[src/hw/rtl/urrm_pkg.sv]
// Shared types and constants for the unbiased random range mapper.
`timescale 1ns / 1ps

package urrm_pkg;

  localparam int unsigned WORD_BITS         = 32;
  localparam int unsigned FRACTION_BITS     = 24;
  localparam int unsigned STATUS_BITS       = 3;
  localparam int unsigned MODE_BITS         = 2;
  localparam int unsigned CFG_IDX_BITS      = 2;
  localparam int unsigned ATTEMPT_LIMIT_DEF = 16;
  localparam int unsigned DIV_CNT_BITS      = $clog2(WORD_BITS);

  typedef enum logic [CFG_IDX_BITS-1:0] {
    CFG_LOWER = 2'd0,
    CFG_UPPER = 2'd1,
    CFG_MODE  = 2'd2
  } cfg_idx_e;

  typedef enum logic [MODE_BITS-1:0] {
    MODE_RANGE = 2'd0,
    MODE_BOOL  = 2'd1,
    MODE_FRAC  = 2'd2
  } mode_e;

  typedef enum logic [STATUS_BITS-1:0] {
    ST_OK        = 3'd0,
    ST_REJECT    = 3'd1,
    ST_TIMEOUT   = 3'd2,
    ST_BAD_RANGE = 3'd3,
    ST_FAULT     = 3'd4
  } status_e;

  typedef enum logic [1:0] {
    S_IDLE,
    S_CHECK,
    S_DIV,
    S_FINISH
  } state_e;

  typedef struct packed {
    logic load;
    logic step;
    logic emit;
  } ctrl_cmd_t;

  typedef struct packed {
    logic needs_div;
    logic div_last;
    logic out_free;
  } dp_status_t;

endpackage

[src/hw/rtl/urrm_ctrl.sv]
// Controller state machine sequencing load, remainder iterations and result write.
`timescale 1ns / 1ps

module urrm_ctrl
  import urrm_pkg::*;
(
  input  logic       clk_i,
  input  logic       rst_ni,
  input  logic       in_valid_i,
  output logic       in_ready_o,
  input  dp_status_t status_i,
  output ctrl_cmd_t  cmd_o
);

  state_e state_q, state_d;

  always_ff @(posedge clk_i or negedge rst_ni) begin
    if (!rst_ni) begin
      state_q <= S_IDLE;
    end else begin
      state_q <= state_d;
    end
  end

  always_comb begin
    state_d    = state_q;
    in_ready_o = 1'b0;
    cmd_o      = '0;
    unique case (state_q)
      S_IDLE: begin
        in_ready_o = 1'b1;
        if (in_valid_i) begin
          cmd_o.load = 1'b1;
          state_d    = S_CHECK;
        end
      end
      S_CHECK: begin
        state_d = status_i.needs_div ? S_DIV : S_FINISH;
      end
      S_DIV: begin
        cmd_o.step = 1'b1;
        if (status_i.div_last) begin
          state_d = S_FINISH;
        end
      end
      S_FINISH: begin
        if (status_i.out_free) begin
          cmd_o.emit = 1'b1;
          state_d    = S_IDLE;
        end
      end
      default: state_d = S_IDLE;
    endcase
  end

endmodule

[src/hw/rtl/urrm_dpath.sv]
// Datapath: configuration, restoring remainder unit, result select and output register.
`timescale 1ns / 1ps

module urrm_dpath
  import urrm_pkg::*;
#(
  parameter int unsigned AttemptLimit = ATTEMPT_LIMIT_DEF
) (
  input  logic                    clk_i,
  input  logic                    rst_ni,
  input  logic                    cfg_we_i,
  input  logic [CFG_IDX_BITS-1:0] cfg_idx_i,
  input  logic [WORD_BITS-1:0]    cfg_data_i,
  input  logic [WORD_BITS-1:0]    in_word_i,
  input  logic                    in_fault_i,
  input  ctrl_cmd_t               cmd_i,
  output dp_status_t              status_o,
  output logic                    out_valid_o,
  input  logic                    out_ready_i,
  output logic [WORD_BITS-1:0]    out_value_o,
  output logic [STATUS_BITS-1:0]  out_status_o
);

  localparam int unsigned CntW      = $clog2(AttemptLimit + 1);
  localparam int unsigned FracShift = WORD_BITS - FRACTION_BITS;

  logic [WORD_BITS-1:0]    lower_q, lower_d, upper_q, upper_d, span_q;
  logic [MODE_BITS-1:0]    mode_q;
  logic                    bad_q, single_q;

  logic [WORD_BITS-1:0]    word_q, shift_q, rem_q;
  logic                    fault_q;
  logic [DIV_CNT_BITS-1:0] div_cnt_q;
  logic [CntW-1:0]         rej_cnt_q, rej_cnt_d, rej_inc;

  logic                    out_valid_q;
  logic [WORD_BITS-1:0]    out_value_q, res_value;
  logic [STATUS_BITS-1:0]  out_status_q;
  status_e                 res_status;

  logic [WORD_BITS:0]      rem_sh, rem_sub, acc_sum;
  logic                    accept, alt_mode;

  // Configuration and derived range flags
  always_comb begin
    lower_d = lower_q;
    upper_d = upper_q;
    if (cfg_we_i && cfg_idx_i == CFG_LOWER) begin
      lower_d = cfg_data_i;
    end
    if (cfg_we_i && cfg_idx_i == CFG_UPPER) begin
      upper_d = cfg_data_i;
    end
  end

  always_ff @(posedge clk_i or negedge rst_ni) begin
    if (!rst_ni) begin
      lower_q  <= '0;
      upper_q  <= '1;
      mode_q   <= MODE_RANGE;
      span_q   <= '0;
      bad_q    <= 1'b0;
      single_q <= 1'b0;
    end else if (cfg_we_i) begin
      lower_q  <= lower_d;
      upper_q  <= upper_d;
      span_q   <= upper_d - lower_d + WORD_BITS'(1);
      bad_q    <= lower_d > upper_d;
      single_q <= lower_d == upper_d;
      if (cfg_idx_i == CFG_MODE) begin
        mode_q <= cfg_data_i[MODE_BITS-1:0];
      end
    end
  end

  // Remainder unit: one dividend bit a beat
  assign rem_sh  = {rem_q, shift_q[WORD_BITS-1]};
  assign rem_sub = rem_sh - {1'b0, span_q};

  always_ff @(posedge clk_i) begin
    if (cmd_i.load) begin
      word_q    <= in_word_i;
      shift_q   <= in_word_i;
      fault_q   <= in_fault_i;
      rem_q     <= '0;
      div_cnt_q <= '0;
    end else if (cmd_i.step) begin
      shift_q   <= shift_q << 1;
      rem_q     <= rem_sub[WORD_BITS] ? rem_sh[WORD_BITS-1:0] : rem_sub[WORD_BITS-1:0];
      div_cnt_q <= div_cnt_q + DIV_CNT_BITS'(1);
    end
  end

  // Accept when the draw lies in a whole block of span values
  assign acc_sum  = {1'b0, word_q} - {1'b0, rem_q} + {1'b0, span_q};
  assign accept   = !(acc_sum[WORD_BITS] && (|acc_sum[WORD_BITS-1:0]));
  assign alt_mode = (mode_q == MODE_BOOL) || (mode_q == MODE_FRAC);
  assign rej_inc  = rej_cnt_q + CntW'(1);

  always_comb begin
    res_value  = '0;
    res_status = ST_OK;
    rej_cnt_d  = '0;
    case (mode_q)
      MODE_BOOL: begin
        if (fault_q) begin
          res_status = ST_FAULT;
        end else begin
          res_value = {{(WORD_BITS-1){1'b0}}, word_q[0]};
        end
      end
      MODE_FRAC: begin
        if (fault_q) begin
          res_status = ST_FAULT;
        end else begin
          res_value = word_q >> FracShift;
        end
      end
      default: begin
        if (bad_q) begin
          res_status = ST_BAD_RANGE;
        end else if (single_q) begin
          res_value = lower_q;
        end else if (fault_q) begin
          res_status = ST_FAULT;
        end else if (span_q == '0) begin
          res_value = word_q;
        end else if (accept) begin
          res_value = lower_q + rem_q;
        end else if (rej_inc >= CntW'(AttemptLimit)) begin
          res_status = ST_TIMEOUT;
        end else begin
          res_status = ST_REJECT;
          rej_cnt_d  = rej_inc;
        end
      end
    endcase
  end

  always_ff @(posedge clk_i or negedge rst_ni) begin
    if (!rst_ni) begin
      rej_cnt_q   <= '0;
      out_valid_q <= 1'b0;
    end else begin
      if (cmd_i.emit) begin
        rej_cnt_q   <= rej_cnt_d;
        out_valid_q <= 1'b1;
      end else if (out_ready_i) begin
        out_valid_q <= 1'b0;
      end
    end
  end

  always_ff @(posedge clk_i) begin
    if (cmd_i.emit) begin
      out_value_q  <= res_value;
      out_status_q <= res_status;
    end
  end

  assign status_o.needs_div = !alt_mode && !bad_q && !single_q && !fault_q && (span_q != '0);
  assign status_o.div_last  = div_cnt_q == DIV_CNT_BITS'(WORD_BITS - 1);
  assign status_o.out_free  = !out_valid_q || out_ready_i;

  assign out_valid_o  = out_valid_q;
  assign out_value_o  = out_value_q;
  assign out_status_o = out_status_q;

endmodule

[src/hw/rtl/unbiased_random_range_mapper.sv]
// Flow: each input beat is loaded, checked, passed through the 32-step remainder unit when a
// bounded draw needs it, and written to the output register; one beat is handled at a time.
// The next input beat is taken while a finished result still waits at the output register.
// Reset: asynchronous, active low; bounds return to the full 32-bit range, mode to
// bounded, rejection count to zero, and no result is pending.
`timescale 1ns / 1ps

module unbiased_random_range_mapper
  import urrm_pkg::*;
#(
  parameter int unsigned AttemptLimit = ATTEMPT_LIMIT_DEF
) (
  input  logic                    clk_i,
  input  logic                    rst_ni,
  input  logic                    cfg_we_i,
  input  logic [CFG_IDX_BITS-1:0] cfg_idx_i,
  input  logic [WORD_BITS-1:0]    cfg_data_i,
  input  logic                    s_axis_tvalid,
  output logic                    s_axis_tready,
  input  logic [WORD_BITS-1:0]    s_axis_tdata,  // [31:0] raw_word
  input  logic                    s_axis_tuser,  // [0] source_fault
  output logic                    m_axis_tvalid,
  input  logic                    m_axis_tready,
  output logic [WORD_BITS-1:0]    m_axis_tdata,  // [31:0] value
  output logic [STATUS_BITS-1:0]  m_axis_tuser   // [2:0] status
);

  ctrl_cmd_t  cmd;
  dp_status_t dp_status;

  urrm_ctrl u_ctrl (
    .clk_i      (clk_i),
    .rst_ni     (rst_ni),
    .in_valid_i (s_axis_tvalid),
    .in_ready_o (s_axis_tready),
    .status_i   (dp_status),
    .cmd_o      (cmd)
  );

  urrm_dpath #(
    .AttemptLimit (AttemptLimit)
  ) u_dpath (
    .clk_i        (clk_i),
    .rst_ni       (rst_ni),
    .cfg_we_i     (cfg_we_i),
    .cfg_idx_i    (cfg_idx_i),
    .cfg_data_i   (cfg_data_i),
    .in_word_i    (s_axis_tdata),
    .in_fault_i   (s_axis_tuser),
    .cmd_i        (cmd),
    .status_o     (dp_status),
    .out_valid_o  (m_axis_tvalid),
    .out_ready_i  (m_axis_tready),
    .out_value_o  (m_axis_tdata),
    .out_status_o (m_axis_tuser)
  );

endmodule
[config.mk]
export PLATFORM = sky130hd
export DESIGN_NAME = unbiased_random_range_mapper
export DESIGN_NICKNAME = d
export VERILOG_FILES = /design/src/hw/rtl/urrm_pkg.sv /design/src/hw/rtl/urrm_ctrl.sv /design/src/hw/rtl/urrm_dpath.sv /design/src/hw/rtl/unbiased_random_range_mapper.sv
export SDC_FILE = /design/constraint.sdc
export NUM_CORES = 1
export LEC_CHECK = 0
export BUFFER_PORTS_ARGS = -buffer_cell sky130_fd_sc_hd__buf_2
export CAP_MARGIN = 20
export CORE_ASPECT_RATIO = 1.75
export CORE_MARGIN = 2
export CORE_UTILIZATION = 64
export CTS_BUF_LIST = sky130_fd_sc_hd__clkbuf_4 sky130_fd_sc_hd__clkbuf_8
export CTS_CLUSTER_DIAMETER = 50
export CTS_CLUSTER_SIZE = 16
export DETAILED_ROUTE_END_ITERATION = 7
export PLACE_DENSITY = 0.89
export RECOVER_POWER = 25
export SLEW_MARGIN = 10
export SYNTH_ARGS = -nofsm -noshare
export SYNTH_HDL_FRONTEND = slang
export SYNTH_SLANG_ARGS = --single-unit
[constraint.sdc]
create_clock -name clk_i -period 5.5 [get_ports clk_i]
set_clock_uncertainty 0.2 [all_clocks]
set_input_delay 0 -clock clk_i [delete_from_list [all_inputs] [get_ports clk_i]]
set_output_delay 0 -clock clk_i [all_outputs]
set_load 0.1 [all_outputs]
==> impl_metrics.csv, run 1 <==
group,metric,value,unit
layout,final_common_cell,"nand2_1",
floorplan,io_pins,109,
yosys,synth_top_family_by_area,"compound AO/OA/AOI/OAI gates",
yosys,ys_async_sr_fraction,44.08,%
yosys,yosys_warnings,0,
clock_network,htree_levels,1,
global_routing,grt_pass1_wl,96.74,mm
timing,setup_ws,0.1583,ns
yosys,synth_xor_area_share,4.426,%
worst_hold_path,whs_endpoint,"u_dpath.lower_q[24]$_DFFE_PN0P_",
clock_network,ctsLongestPathBuffers,3,
yosys,synth_area,19390,um2
detailed_routing,vias,17710,
yosys,synth_compound_area_share,18.62,%
timing,fin_crit_sh,97.12,%
detailed_routing,antenna_left,0,
place,place_ws,0.1093,ns
status,outcome,"finished with violations",
detailed_routing,wl_per_cell,23.24,um
yosys,seq_area_frac_synth,33.45,%
timing,max_slew_margin,-46.19,%
global_routing,grt_pass1_vias,17820,
setup_path,cp.arrival,5.63,ns
floorplan,core,29950,um2
detailed_routing,firstDrtPassIters,8,
place,hpwl,44.58,mm
floorplan,fp.dieW,135.6,um
setup_path,reg2reg_setup_slack,0.34,ns
setup_path,timing_worst_setup_path_type,"in2reg",
layout,final_util,73.62,%
timing,slew_viol_final,101,
yosys,synth.avg_cell_area,9.226,um2
yosys,synth.distinct_cells,77,
global_routing,antenna_found_initial,1,
global_routing,grt_max_degree,68,
floorplan,num_rows,84,
layout,mostFrequentLayoutCells,"nand2_1 (241), inv_1 (228), ha_1 (197), o21ai_0 (136), mux2_2 (130)",
detailed_routing,dr.first_iter.drc_count,2019,
setup_path,endpoint_kind,"flip-flop",
setup_path,timing.critical_path.buf_inv,6,
yosys,yosys.area_share.simple,12.78,%
timing,setup_viol,0,
yosys,synth-main-ff-cell,"edfxtp_1",
place,numPortBuffers,108,
yosys,synth_fa_ha_area_share,16.39,%
floorplan,start_util,64.75,%
worst_hold_path,min_path_cells,3,
timing,fin_crit,5.342,ns
yosys,synth_edf_count,100,
setup_path,startpoint,"cfg_we_i",
clock_network,path_clk_slew,0.10,ns
clock_network,cts_tree,"yes",
setup_path,cp_slowest_cell,"dlygate4sd3_1",
place,routabilityCongestion,0.9895,
timing,tightest_slew,2.193,ns
clock_network,cts_buffers,24,
yosys,synth_nets,2407,
worst_hold_path,worst_hold_path_type,"in2reg",
global_routing,grt_overflow,0,
setup_path,crit_chain,"dlygate4sd3_1 -> buf_2 -> nor3b_2 -> dlygate4sd3_1 -> buf_4 -> mux2_2 -> ha_1 -> inv_1 -> ha_1 -> inv_1 -> fa_1 -> nor2b_1 -> o21ai_0 -> a21boi_1 -> o21ai_1 -> a21oi_1 -> o41a_1 -> a211o_1 -> a311oi_2 -> o21a_1 -> o221ai_2 -> nand4b_1 -> o211a_1",
global_routing,grt_usage,39.56,%
yosys,synth_mux_area_share,8.535,%
layout,area_delta_synth_final,13.70,%
setup_path,rr_endpoint,"u_dpath.out_value_o[28]$_DFFE_PP_",
timing,fmax,0.1872,GHz
job,cap_violations,2,
floorplan,die_h,234.3,um
status,violations,"capacitance limit, slew limit",
layout,fillCellCount,2125,
clock_network,worstSkewPairLatency,0.61,ns
worst_hold_path,hold_start,"cfg_data_i[24]",
timing,hold_violations,0,
clock_network,post_cts_buffers,0,
timing,tns,0,ns
detailed_routing,avgViaCountPerCell,6.523,
setup_path,worstSetupStartpointType,"primary input",
clock_network,clock-sinks,245,
setup_path,critPathRequiredTime,5.79,ns
setup_path,critPathMaxStageDelay,0.57,ns
timing,grt_setup_unrepaired,"false",
layout,nets,2614,
layout,drive_above_1_share,12.59,%
setup_path,reg2reg_depth,17,
setup_path,reg2reg_from,"u_dpath.word_q[16]$_DFFE_PP_",
yosys,ys_seq_elements,245,
setup_path,cp_max_fo,7,
yosys,syn_inst,2102,
floorplan,die-area,31770,um2
clock_network,cts_root_buf,"clkbuf_8",
detailed_routing,drc,0,
setup_path,cpLargestDelayFamily,"compound AO/OA/AOI/OAI gates",
detailed_routing,wl,63.10,mm
-- cell families after synthesis --
kind of cell / after synthesis
AO/OA/AOI/OAI: 552
XOR/XNOR: 98
adder cells (fa/ha/maj): 233
buffers and inverters: 298
flip-flops: 245
multiplexers: 149
AND/OR/NAND/NOR: 527
-- worst max-delay path by stage --
stage,endpoint,slack [ns],cells past startpoint
2_1_floorplan,u_dpath.span_q[31]$_DFFE_PN0P_,0.77,21
3_3_place_gp,u_dpath.out_value_o[28]$_DFFE_PP_,0.26,17
3_5_place_dp,u_dpath.out_value_o[28]$_DFFE_PP_,0.11,17
4_1_cts,u_dpath.out_value_o[28]$_DFFE_PP_,0.06,17
5_1_grt,u_dpath.span_q[29]$_DFFE_PN0P_,0.01,23
6_report,u_dpath.span_q[31]$_DFFE_PN0P_,0.16,23
-- layer usage --
| layer | GRT usage [%] | wire length (um) |
|---|---|---|
| met1 | 46.63 | 22310 |
| met2 | 67.25 | 30520 |
| met3 | 5.318 | 5270 |
| met4 | 25.78 | 4991 |
| met5 | 0 | 0 |
-- sequential cells by signal, summed over array words and instances (netlist names) --
register and cells:
u_ctrl.state_q 2, u_dpath.bad_q 1, u_dpath.div_cnt_q 5, u_dpath.fault_q 1, u_dpath.lower_q 32, u_dpath.mode_q 2
u_dpath.out_status_o 3, u_dpath.out_valid_o 1, u_dpath.out_value_o 32, u_dpath.rej_cnt_q 5, u_dpath.rem_q 32, u_dpath.shift_q 32
u_dpath.single_q 1, u_dpath.span_q 32, u_dpath.upper_q 32, u_dpath.word_q 32
-- area by class of cell --
class | count | area [um2] | area share (%)
inverter | 229 | 859.6 | 3.898
timing repair buffer | 250 | 1805 | 8.188
clock inverter | 14 | 192.7 | 0.8738
multi-input combinational | 1559 | 11830 | 53.66
antenna | 1 | 2.502 | 0.01135
sequential | 245 | 6486 | 29.41
clock buffer | 30 | 387.9 | 1.759
tap | 387 | 484.2 | 2.196
-- synthesized netlist by cell type, types with 6 or more instances --
cell type / count / area (um2)
a211oi_1: 15 / 112.6
a222oi_1: 7 / 70.07
a31oi_1: 32 / 200.2
o2bb2ai_1: 9 / 78.83
buf_1: 7 / 26.28
mux2_2: 131 / 1475
a21o_1: 66 / 495.5
nor4_1: 13 / 81.33
dfxtp_1: 37 / 740.7
nand4_1: 25 / 156.4
o21ai_0: 138 / 690.7
o21bai_1: 14 / 105.1
clkbuf_1: 60 / 225.2
a22oi_1: 31 / 232.7
xor2_1: 40 / 350.3
and2_1: 10 / 62.56
ha_1: 198 / 2477
edfxtp_1: 100 / 3003
a2111oi_0: 6 / 52.55
mux2i_1: 18 / 180.2
xnor2_1: 58 / 508.0
inv_1: 229 / 859.6
a21oi_1: 118 / 590.6
o21a_1: 24 / 180.2
a211o_1: 8 / 70.07
and3_1: 23 / 143.9
fa_1: 35 / 700.7
o31ai_1: 6 / 45.04
nand2b_1: 28 / 175.2
nor2b_1: 23 / 143.9
o211ai_1: 9 / 67.56
nand2_1: 242 / 908.4
dfstp_2: 32 / 840.8
nor2_1: 78 / 292.8
nand3_1: 28 / 140.1
or3_1: 6 / 37.54
nor3_1: 26 / 130.1
dfrtp_1: 76 / 1902
-- worst register-to-register path, stage by stage, from the launching register on --
cell and delay [ns]:
edfxtp_1 0.48, inv_1 0.11, fa_1 0.54, inv_1 0.06, ha_1 0.38, a21oi_1 0.23, o21ai_1 0.15, or4_1 0.55
o22ai_2 0.18, o21ai_1 0.14, a211oi_2 0.23, xor2_1 0.17, nand4_1 0.10, or4_1 0.49, and4b_4 0.43, buf_4 0.17
o21a_2 0.21, o2bb2ai_1 0.17
-- through the flow --
stage	area (um2)	std cells	hold WS [ns]
6_report	22050	2715	0.01802
5_1_grt	22050	2715	0.01449
4_1_cts	22120	2714	0.0002418
3_5_place_dp	20400	2557	-0.1577
3_3_place_gp	20400	2557	-0.1689
2_1_floorplan	19390	2102	-0.4956
-- repair_timing --
action,CTS,global route
endpoints found under the hold margin,216,0
gates resized for setup,0,11
hold buffers,113,0
setup endpoints to repair,0,39
Power of run 1 is not shown: default switching activity piles up to over one toggle a cycle in this logic, so the estimate is an artifact.
==> inputs of run 2 (changes only) <==
--- a/config.mk
+++ b/config.mk
@@ -9,12 +9,12 @@
 export CAP_MARGIN = 20
 export CORE_ASPECT_RATIO = 1.75
 export CORE_MARGIN = 2
-export CORE_UTILIZATION = 64
+export CORE_UTILIZATION = 60
 export CTS_BUF_LIST = sky130_fd_sc_hd__clkbuf_4 sky130_fd_sc_hd__clkbuf_8
 export CTS_CLUSTER_DIAMETER = 50
 export CTS_CLUSTER_SIZE = 16
 export DETAILED_ROUTE_END_ITERATION = 7
-export PLACE_DENSITY = 0.89
+export PLACE_DENSITY = 0.85
 export RECOVER_POWER = 25
 export SLEW_MARGIN = 10
 export SYNTH_ARGS = -nofsm -noshare
==> run 2 against run 1 <==
The run still ends with capacitance limit, slew limit left. Design area is 0.98% higher. Register-to-register slack worse by 0.15 ns. Hold slack hardly changed. Core utilization is 4.0 points lower. Largest cell class unchanged. Wire length is 2.4% higher. Via count is 0.78% higher. Sequential cell count stayed put.
==> impl_metrics.csv, run 2 (synthesized netlist as in run 1, its figures left out) <==
group,metric,value,unit
worst_hold_path,whs_endpoint,"u_dpath.out_valid_o$_DFFE_PN0P_",
timing,slew_viol_final,107,
layout,final_util,69.58,%
detailed_routing,wl,64.58,mm
layout,mostFrequentLayoutCells,"nand2_1 (241), inv_1 (228), ha_1 (197), o21ai_0 (136), mux2_2 (130)",
worst_hold_path,worst_hold_path_type,"in2reg",
detailed_routing,wl_per_cell,23.56,um
setup_path,rr_endpoint,"u_dpath.out_value_o[24]$_DFFE_PP_",
clock_network,cts_buffers,25,
detailed_routing,drc,0,
global_routing,grt_usage,37.08,%
setup_path,cp.arrival,5.56,ns
clock_network,path_clk_slew,0.11,ns
clock_network,ctsLongestPathBuffers,3,
floorplan,core,32000,um2
floorplan,die_h,241.8,um
global_routing,grt_pass1_wl,98.72,mm
clock_network,post_cts_buffers,0,
worst_hold_path,hold_start,"m_axis_tready",
floorplan,start_util,60.60,%
status,violations,"capacitance limit, slew limit",
status,outcome,"finished with violations",
floorplan,io_pins,109,
setup_path,reg2reg_from,"u_dpath.span_q[1]$_DFFE_PN0P_",
timing,fin_crit,5.314,ns
floorplan,num_rows,87,
global_routing,antenna_found_initial,1,
timing,hold_violations,0,
detailed_routing,vias,17850,
floorplan,die-area,33830,um2
clock_network,cts_root_buf,"clkbuf_8",
clock_network,htree_levels,1,
global_routing,grt_max_degree,68,
global_routing,grt_overflow,0,
detailed_routing,avgViaCountPerCell,6.511,
job,cap_violations,2,
setup_path,cp_max_fo,7,
timing,fin_crit_sh,96.63,%
timing,holdWs,0.01797,ns
setup_path,worstSetupStartpointType,"flip-flop",
layout,nets,2627,
detailed_routing,antenna_left,0,
detailed_routing,dr.first_iter.drc_count,1704,
place,numPortBuffers,108,
floorplan,fp.dieW,139.9,um
setup_path,reg2reg_setup_slack,0.19,ns
setup_path,reg2reg_depth,16,
clock_network,cts_tree,"yes",
clock_network,clock-sinks,245,
place,hpwl,45.27,mm
timing,tightest_slew,3.729,ns
timing,setup_viol,0,
setup_path,critPathRequiredTime,5.74,ns
layout,final_common_cell,"nand2_1",
layout,drive_above_1_share,13.85,%
global_routing,grt_pass1_vias,18030,
place,routabilityCongestion,0.9663,
timing,max_slew_margin,-148.6,%
clock_network,worstSkewPairLatency,0.61,ns
worst_hold_path,min_path_cells,4,
setup_path,timing_worst_setup_path_type,"reg2reg",
setup_path,endpoint_kind,"flip-flop",
timing,fmax,0.1882,GHz
detailed_routing,firstDrtPassIters,6,
layout,area_delta_synth_final,14.81,%
run 2: changes by cell type in the layout (fill, tap and decap cells not counted), sizes merged:
cell / before / now
clkbuf: 100 / 70
clkinv: 6 / 2
dlygate4sd3: 112 / 124
buf: 68 / 98
bufinv: 3 / 2
clkinvlp: 2 / 0
inv: 232 / 240
run 2: area by class of cell:
cell class                 count  area (um2)
sequential                   245        6486
clock buffer                  30       381.6
clock inverter                15       176.4
tap                          400       500.5
fill                        2409        9737
antenna                        1       2.502
inverter                     229       859.6
timing repair buffer         262        2023
multi-input combinational   1559       11840
run 2: through the flow:
stage / worst slack (ns) / instance area (um2) / TNS, ns / cells
floorplan: 0.7650 / 19390 / 0 / 2102
global placement: 0.3036 / 20440 / 0 / 2568
detailed placement: 0.2422 / 20440 / 0 / 2568
CTS: 0.1718 / 22270 / 0 / 2738
global route: -0.006712 / 22270 / -0.006712 / 2741
finish: 0.1856 / 22270 / 0 / 2741
run 2: layer usage:
layer	global-route usage, %	routed length (um)	vias to the layer above
li1	-	-	7947
met5	0	0	-
met2	64.38	31260	1040
met4	23.12	5247	0
met3	4.554	5043	304
met1	43.15	23040	8557
run 2: repair_timing:
action	CTS	global route
endpoints found under the setup margin	0	36
hold endpoints to repair	244	0
resized for setup	0	14
hold buffers	125	0
run 2: worst max path at each step:
stage / startpoint / end / slack (ns) / depth (start not counted)
after floorplan: cfg_we_i / u_dpath.span_q[31]$_DFFE_PN0P_ / 0.77 / 21
after global placement: u_dpath.span_q[1]$_DFFE_PN0P_ / u_dpath.out_value_o[31]$_DFFE_PP_ / 0.30 / 16
after detailed placement: u_dpath.word_q[16]$_DFFE_PP_ / u_dpath.out_value_o[31]$_DFFE_PP_ / 0.24 / 16
after CTS: cfg_we_i / u_dpath.span_q[29]$_DFFE_PN0P_ / 0.17 / 24
after global routing: cfg_we_i / u_dpath.span_q[23]$_DFFE_PN0P_ / -0.007 / 24
final: u_dpath.span_q[1]$_DFFE_PN0P_ / u_dpath.out_value_o[24]$_DFFE_PP_ / 0.19 / 16
run 2: worst max-delay path, cell delays in order, from the launching register on:
cell       delay, ns
dfrtp_1         0.40
inv_1           0.09
fa_1            0.50
inv_1           0.08
ha_1            0.29
a211o_1         0.33
a21oi_1         0.21
a21oi_1         0.12
or4_1           0.50
a2111oi_1       0.51
and4_1          0.30
nand4_1         0.14
or4_1           0.43
and4b_2         0.43
buf_4           0.19
o21a_1          0.26
o2bb2ai_1       0.16
Power of run 2 is left out for the same reason.
